File: src/hw/rtl/ptb_pkg.sv
// shared constants and types for the periodic timer bank
package ptb_pkg;

  localparam int unsigned NumTimersDefault = 64;
  localparam int unsigned TickMsDefault    = 20;
  localparam int unsigned SlotW            = 6;

  localparam logic [31:0] MarkCanceled  = 32'hffff_fff5;
  localparam logic [31:0] MarkConnected = 32'hffff_fff4;
  localparam logic [31:0] MarkCreated   = 32'hffff_fff3;
  localparam logic [31:0] MarkDeleted   = 32'hffff_fff2;
  localparam logic [31:0] MarkDisarmed  = 32'hffff_fff0;
  localparam logic [30:0] MinMs         = 31'd1000;

  typedef enum logic [2:0] {
    CmdCreate  = 3'd0,
    CmdConnect = 3'd1,
    CmdSettime = 3'd2,
    CmdCancel  = 3'd3,
    CmdDelete  = 3'd4,
    CmdGettime = 3'd5,
    CmdTick    = 3'd6,
    CmdElapsed = 3'd7
  } cmd_e;

  // one slot entry of the store
  typedef struct packed {
    logic [31:0] count;
    logic [31:0] period;
    logic [7:0]  handler;
    logic [31:0] arg;
  } entry_t;

  // write request from the controller to the store
  typedef struct packed {
    logic             en;
    logic [SlotW-1:0] addr;
    entry_t           data;
  } wr_req_t;

endpackage

File: src/hw/rtl/ptb_div.sv
// reciprocal divider of a 31-bit value by the tick length
module ptb_div #(
  parameter int unsigned TickMs = ptb_pkg::TickMsDefault
) (
  input  logic        clk_i,
  input  logic        rst_ni,
  input  logic        start_i,
  input  logic [30:0] num_i,
  output logic        done_o,
  output logic [30:0] quot_o
);

  localparam logic [30:0] Divisor = 31'(TickMs);
  localparam logic [31:0] Recip   = 32'(32'hffff_ffff / TickMs);

  logic [62:0] prod_d, prod_q;
  logic [30:0] num_q, est_d, est_q, back_d, back_q, rem;
  logic        s1_q, s2_q;

  // estimate is at most one below the true quotient
  assign prod_d = 63'(num_i) * 63'(Recip);
  assign est_d  = prod_q[62:32];
  assign back_d = est_d * Divisor;
  assign rem    = num_q - back_q;

  always_ff @(posedge clk_i or negedge rst_ni) begin
    if (!rst_ni) begin
      s1_q   <= 1'b0;
      s2_q   <= 1'b0;
      done_o <= 1'b0;
    end else begin
      s1_q   <= start_i;
      s2_q   <= s1_q;
      done_o <= s2_q;
    end
  end

  always_ff @(posedge clk_i) begin
    if (start_i) begin
      num_q  <= num_i;
      prod_q <= prod_d;
    end
    if (s1_q) begin
      est_q  <= est_d;
      back_q <= back_d;
    end
    if (s2_q) begin
      quot_o <= est_q + 31'(rem >= Divisor);
    end
  end

endmodule

File: config.mk
export PLATFORM = sky130hd
export DESIGN_NAME = ptb_div
export DESIGN_NICKNAME = d
export VERILOG_FILES = /design/src/hw/rtl/ptb_pkg.sv /design/src/hw/rtl/ptb_div.sv
export SDC_FILE = /design/constraint.sdc
export NUM_CORES = 1
export LEC_CHECK = 0
export BUFFER_PORTS_ARGS = -buffer_cell sky130_fd_sc_hd__buf_2
export CORE_ASPECT_RATIO = 1.1
export CORE_MARGIN = 2
export CORE_UTILIZATION = 25
export DETAILED_ROUTE_END_ITERATION = 12
export PLACE_DENSITY_LB_ADDON = 0.2
export SKIP_LAST_GASP = 1
export SYNTH_ARGS = -nofsm -noshare
export SYNTH_HDL_FRONTEND = slang
export SYNTH_SLANG_ARGS = --single-unit
export TNS_END_PERCENT = 50
File: constraint.sdc
create_clock -name clk_i -period 5.8 [get_ports clk_i]
set_clock_uncertainty 0.2 [all_clocks]
set_input_delay 1.16 -clock clk_i [delete_from_list [all_inputs] [get_ports clk_i]]
set_output_delay 1.16 -clock clk_i [all_outputs]
set_load 0.02 [all_outputs]
# Yosys cells after proc, flatten, opt, wreduce, memory -nomap -nowiden
# Index checks and enable logic that the tools add are counted.
# classes
addsub	2
multipliers	2
order_cmp	1
# ops
cell	count
$mul 31x26->57 const B	1
$ge 31x5->1 const B	1
$sub 31x31->31	1
$mul 27x3->29 const B	1
$add 27x1->28	1
# totals
regBits	178
inputBits	34
output_inout_bits	32
elab_cells	13

# Depth between registers and ports, before layout
# Gate-level depths: netlist (run 1).
# depth
depth_word	3
depth_mapped	25

# Least setup slack after synthesis (run 1)
# No wires, ideal clock.
# synth_timing
kind	input-to-reg
start	in num_i[4]
end	reg prod_q[53], data pin
setup_ps	266
arrival_ps	7141
required_ps	5334
path_slack_ps	-1807
stages	23
n_path_buf	1
cell_sequence	ha_1 > xor2_1 > ha_1 > or2_2 > fa_1 > fa_1 > fa_1 > fa_1 > inv_1 > fa_1 > inv_1 > ha_1 > clkbuf_1 > a21oi_1 > o211ai_1 > a21oi_1 > o22ai_1 > nor2_1 > o221ai_1 > a221o_1 > a2111oi_0 > nor3_1 > xor2_1
# synth_between
elab_chain_len	1
# synth_rtl
item	line	text
start, declared	ptb_div.sv:8	input logic [30:0] num_i,
$mul 31x26->57	ptb_div.sv:21	assign prod_d = 63'(num_i) * 63'(Recip);
via prod_d[53]	ptb_div.sv:16	logic [62:0] prod_d, prod_q;
end signal, assigned	ptb_div.sv:41	prod_q <= prod_d;
end, declared	ptb_div.sv:16	
# The timed path passes the listed nets, and every way through them passes these cells.
# A chain may end at the register's enable or synchronous reset.

# Final worst setup path (run 1)
# layout_timing
start	in num_i[6]
end	reg prod_q[52], data pin
# The elaborated chain is that of the path after synthesis.

==> run summary, run 1 <==
DRT iter0 DRCs = 640
List of most frequent post-synthesis cells = inv_1, ha_1, fa_1
Pin count of the biggest net entering global routing = 56
Drt pass-1 iters = 8
Post-CTS Hold Buffers = 0
Die extent in x = 276 um
Total Routing Usage GR = 16.2%
Vias per cell = 4.36
Initial Utilization = 25.3%
Levels on crit path = 25
Worst-path clk slew = 0.07 ns
Number of synthesized flops with an enable pin = 138
WL per Instance = 19.2 um
Worst Setup Path Type = in2reg
Num CTS Buffers = 17
Die Y = 303 um
Crit Reg-Reg Startpoint = back_q[2]
Via count = 15200
First-pass GRT wire length = 101000 um
Worst Setup End Kind = flop
Max clock buf depth = 2
Nets = 3073
Yosys reg bits = 141
RePlAce Congestion = 0.901
Most frequent cell after synthesis = inv_1
Crit share post-route = 120%
# port buffers = 62
Die area = 0.0837 mm^2
Headroom to the max-slew limit = 22.5%
Antenna violations before repair = 1
CP required = 5.80 ns
Crit-path max cell delay = 0.55 ns
CTS tree = yes
Seq. cell area = 0.00422 mm^2
Post-route DRC = 7
Final Critical Period = 6.96 ns
Synth warn = 0
Synthesized area per cell = 10.4 um^2
Outcome = finished with violations
Sequential fraction of the synthesis area = 20.7%
Failing checks = DRC, setup timing
Synth Instances = 1956
Fillers = 8169
Vias in the first global route = 16900
Largest delay share family, worst path = adder cells
Max FO, Critical Path = 5
Fin. Hold Viols = 0
Congestion Overflow GR = 0
CP Launch Point = num_i[6]
Final setup viols = 27
IO Pins = 66
H-Tree Depth = 4
Top FF cell, synth = edfxtp_1
RSZ-0062 raised after global routing = true
Class of the worst hold path = reg2reg
DP Wirelength = 59600 um
Fmax = 144 MHz
Post-Syn Area = 0.0204 mm^2
Diode count = 0
Core region area = 0.0805 mm^2
Worst-Margin Slew = 1.16 ns
Total Neg Setup Slack = -22.13 ns
Clk_lat worst skew = 0.45 ns
Critical path's slowest cell = fa_1
Layout cells sized above 1 = 29.0%
Final WS setup = -1.16 ns
Worst reg2reg path depth = 21
Final wirelength = 66800 um
Area leader, netlist = fa_1
Slew Viols, Final = 0
Synth unique cells = 75
FF-to-FF End = quot_o[25]
Top-area cell type share of the netlist area = 27.8%
Multi-input gate area = 0.0156 mm^2
Synth async-reset ratio = 2.13%
Crit path capture = prod_q[52]
Top cell by count, worst path = fa_1
Maxcap violations = 0
Placed instance count = 3406
Buf/Inv on CP = 5
Final std cells w/o fill = 3482
CTS root buf = clkbuf_16
Clock sink total = 141
Reg2Reg Setup Slack = 0.01 ns
Core Rows = 109
Synth area leaders = fa_1, ha_1, edfxtp_1
Worst EP arrival = 6.96 ns
Final ANT Viol Nets = 0
CP startpoint kind = input port
Area Overhead vs Synth = 33.6%
## registers in the layout, indices dropped and copies added, names as in the netlist
signal / count
back_q: 29
num_q: 29
s1_q: 1
quot_o: 28
s2_q: 1
prod_q: 27
est_q: 25
done_o: 1
## per-layer routing
metal / part of all wire, % / wire length (um) / vias to the layer above / track usage [%]
met5: 0 / 0 / - / 0
met4: 2.7 / 1780 / 0 / 4.79
met3: 1.6 / 1060 / 75 / 1.21
met2: 51 / 34200 / 189 / 29.9
met1: 45 / 29800 / 7568 / 20.2
li1: - / - / 7344 / -
## timing repair
action,4_1_cts,5_1_grt
buffers inserted,31,26
endpoints found under the setup margin,30,34
pin swaps,82,77
resized for setup,130,88
## worst min-delay path by stage
| stage | endpoint | slack, ns | cells past startpoint | startpoint |
|---|---|---|---|---|
| after floorplan | back_q[2] | 0.23 | 0 | prod_q[32] |
| after detailed placement | back_q[2] | 0.27 | 0 | prod_q[32] |
| after global placement | back_q[2] | 0.28 | 0 | prod_q[32] |
| final | back_q[2] | 0.28 | 0 | prod_q[32] |
| after global routing | s2_q | 0.27 | 1 | rst_ni |
| after CTS | s2_q | 0.26 | 1 | rst_ni |
## layout make-up
| type | count | area share [%] |
|---|---|---|
| Timing Repair Buffer | 454 | 13.1 |
| Tap cell | 1054 | 4.85 |
| Sequential cell | 141 | 15.5 |
| Clock inverter | 15 | 0.557 |
| Multi-Input combinational cell | 1297 | 57.4 |
| Inverter | 504 | 7.01 |
| Clock buffer | 17 | 1.56 |
## cell usage in the layout (no fill, tap or decap), drive strengths merged, types with 14 or more instances in the layout
master  synthesis  layout
a211oi         16      16
a21o           51      51
a21oi          78      78
buf             9     454
clkbuf          7      17
edfxtp        138     138
fa            283     283
ha            341     341
inv           504     509
nand2          68      68
nand3          40      40
nand4          22      22
nor2           66      66
nor2b          16      16
nor3           20      20
o21ai          34      34
o21bai         14      14
xnor2          56      56
xor2           46      46
## metrics by stage
| step | hold slack (ns) | worst slack (ns) | util (%) | instance area [um^2] |
|---|---|---|---|---|
| final | 0.284 | -1.16 | 33.8 | 27200 |
| after global routing | 0.271 | -1.33 | 33.8 | 27200 |
| after CTS | 0.262 | -1.22 | 33.1 | 26700 |
| after detailed placement | 0.268 | -2.19 | 31.4 | 25300 |
| after global placement | 0.280 | -2.29 | 31.4 | 25300 |
| after floorplan | 0.231 | -1.30 | - | 21100 |
## kinds of logic after synthesis
group                      Yosys count  synth area share (%)
and+or+nand+nor                    286                  6.91
other                                1                0.0184
muxes                                6                 0.307
xor gates and xnor gates           102                  4.42
AOI/OAI and AO/OA                  276                  9.13
DFF                                141                  20.7
adders and majority gates          624                  48.8
buffers and inverters              520                  9.72
Power of run 1 is not shown: default switching activity piles up to over one toggle a cycle in this logic, so the estimate is an artifact.
==> run 2, diff against run 1 <==
--- a/config.mk
+++ b/config.mk
@@ -6,12 +6,13 @@
 export NUM_CORES = 1
 export LEC_CHECK = 0
 export BUFFER_PORTS_ARGS = -buffer_cell sky130_fd_sc_hd__buf_2
-export CORE_ASPECT_RATIO = 1.1
+export CORE_ASPECT_RATIO = 1.25
 export CORE_MARGIN = 2
-export CORE_UTILIZATION = 25
+export CORE_UTILIZATION = 30
 export DETAILED_ROUTE_END_ITERATION = 12
 export PLACE_DENSITY_LB_ADDON = 0.2
 export SKIP_LAST_GASP = 1
+export SLEW_MARGIN = 20
 export SYNTH_ARGS = -nofsm -noshare
 export SYNTH_HDL_FRONTEND = slang
 export SYNTH_SLANG_ARGS = --single-unit
==> run 2 against run 1 <==
Compared with the run above: the run ends with setup timing left; global-route usage increased by 2.6 points; flip-flop and latch count is the same; non-clock buffer count shrank 19; largest cell class unchanged; fmax decreased by 2.1%; sequential share of layout area increased by 0.40 points.
==> run summary, run 2 (synthesized netlist as in run 1, its figures left out) <==
CTS root buf = clkbuf_16
Fin. Hold Viols = 0
Worst Setup End Kind = flop
H-Tree Depth = 4
CTS tree = yes
Most common cell after layout, fill and taps aside = inv_1
Max clock buf depth = 2
Core region area = 0.0670 mm^2
Max FO, Critical Path = 4
Die Y = 295 um
Most frequent cells in the layout = inv_1, buf_4, ha_1, fa_1, edfxtp_1
DP Wirelength = 57200 um
Failing checks = setup timing
Worst EP arrival = 7.09 ns
Fmax = 141 MHz
Antenna violations before repair = 2
Vias in the first global route = 17000
Final Cell Area = 0.0265 mm^2
CP startpoint kind = input port
Slew Viols, Final = 0
Crit share post-route = 123%
RePlAce Congestion = 0.940
Post-CTS Hold Buffers = 0
Worst Setup Path Type = in2reg
DRT iter0 DRCs = 662
Congestion Overflow GR = 0
Seq. cell area = 0.00422 mm^2
RSZ-0062 raised after global routing = true
Final cell utilization of the core = 39.6%
Total Neg Setup Slack = -25.72 ns
DP Area = 0.0251 mm^2
Final wirelength = 63800 um
Drt pass-1 iters = 5
Post-route DRC = 0
Worst-Margin Slew = 0.704 ns
Area Overhead vs Synth = 30.3%
# port buffers = 62
Headroom to the max-slew limit = 52.6%
Total Routing Usage GR = 18.8%
Final setup viols = 27
Vias per cell = 4.65
Via count = 15200
Maxcap violations = 0
Reg2Reg Setup Slack = 0.30 ns
Class of the worst hold path = reg2reg
Clk_lat worst skew = 0.43 ns
Layout cells sized above 1 = 27.3%
Fillers = 6553
Final ANT Viol Nets = 0
Initial Utilization = 30.4%
Worst-path clk slew = 0.06 ns
Multi-input gate area = 0.0154 mm^2
Die extent in x = 237 um
Nets = 3054
WL per Instance = 19.5 um
Die area = 0.0700 mm^2
IO Pins = 66
CP required = 5.78 ns
Setup WS pre-CTS = -2.27 ns
Clock sink total = 141
Final WS setup = -1.31 ns
First-pass GRT wire length = 98500 um
Num CTS Buffers = 17
Largest regs = back_q (29), num_q (29), quot_o (28)
Final Critical Period = 7.11 ns
Pin count of the biggest net entering global routing = 56
Outcome = finished with violations
Core Rows = 106
==> run 2: cell count changes in the layout (fill, tap and decap cells not counted), sizes merged <==
cell	change
buf	-23
bufinv	+1
clkbuf	+4
clkinv	-1
clkinvlp	-2
diode	+2
inv	+2
==> run 2: area by class of cell <==
class	instances	share of cell area (%)
clock buffers	17	1.60
clock inverters	15	0.590
inverters	504	7.13
flip-flops and latches	141	15.9
well taps	864	4.08
multi-input cells	1297	58.2
repair buffers	435	12.4
diodes	2	0.0189
==> run 2: per-stage QoR <==
step	hold slack (ns)	cells
2_1_floorplan	0.231	1958
3_3_place_gp	0.252	3220
3_5_place_dp	0.254	3220
4_1_cts	0.267	3269
5_1_grt	0.278	3274
6_report	0.270	3275
==> run 2: critical path, stage by stage <==
cell	delay (ns)
buf_12	0.11
ha_4	0.23
fa_1	0.50
fa_1	0.51
inv_1	0.06
fa_1	0.44
fa_1	0.54
inv_2	0.05
fa_1	0.54
inv_2	0.04
fa_1	0.50
inv_2	0.05
ha_4	0.23
a21oi_4	0.17
o21ai_2	0.09
a211oi_2	0.35
o22ai_2	0.14
nor2_4	0.16
o221ai_4	0.14
a221o_2	0.44
a2111oi_4	0.36
nor3_1	0.10
xor2_1	0.16
==> run 2: worst paths after layout <==
path | startpoint | depth (start not counted) | to
hold / removal | prod_q[32] | 0 | back_q[2]
hold reg to reg | prod_q[32] | 0 | back_q[2]
max in group asynchronous | rst_ni | 1 | s2_q
setup reg to reg | num_q[25] | 19 | quot_o[26]
setup / recovery | num_i[14] | 23 | prod_q[53]
min in group asynchronous | rst_ni | 1 | s1_q
==> run 2: per-layer routing <==
layer,vias up,global-route usage (%),share of wire [%]
met1,7595,21.3,40
met2,212,36.7,55
li1,7311,-,-
met5,-,0,0
met4,0,6.99,3.5
met3,96,1.03,1.3
==> run 2: repair_timing <==
item | 4_1_cts | 5_1_grt
gates resized for setup | 105 | 54
endpoints found under the setup margin | 27 | 32
pin swaps | 77 | 30
setup buffers | 18 | 12
Power of run 2 is left out for the same reason.
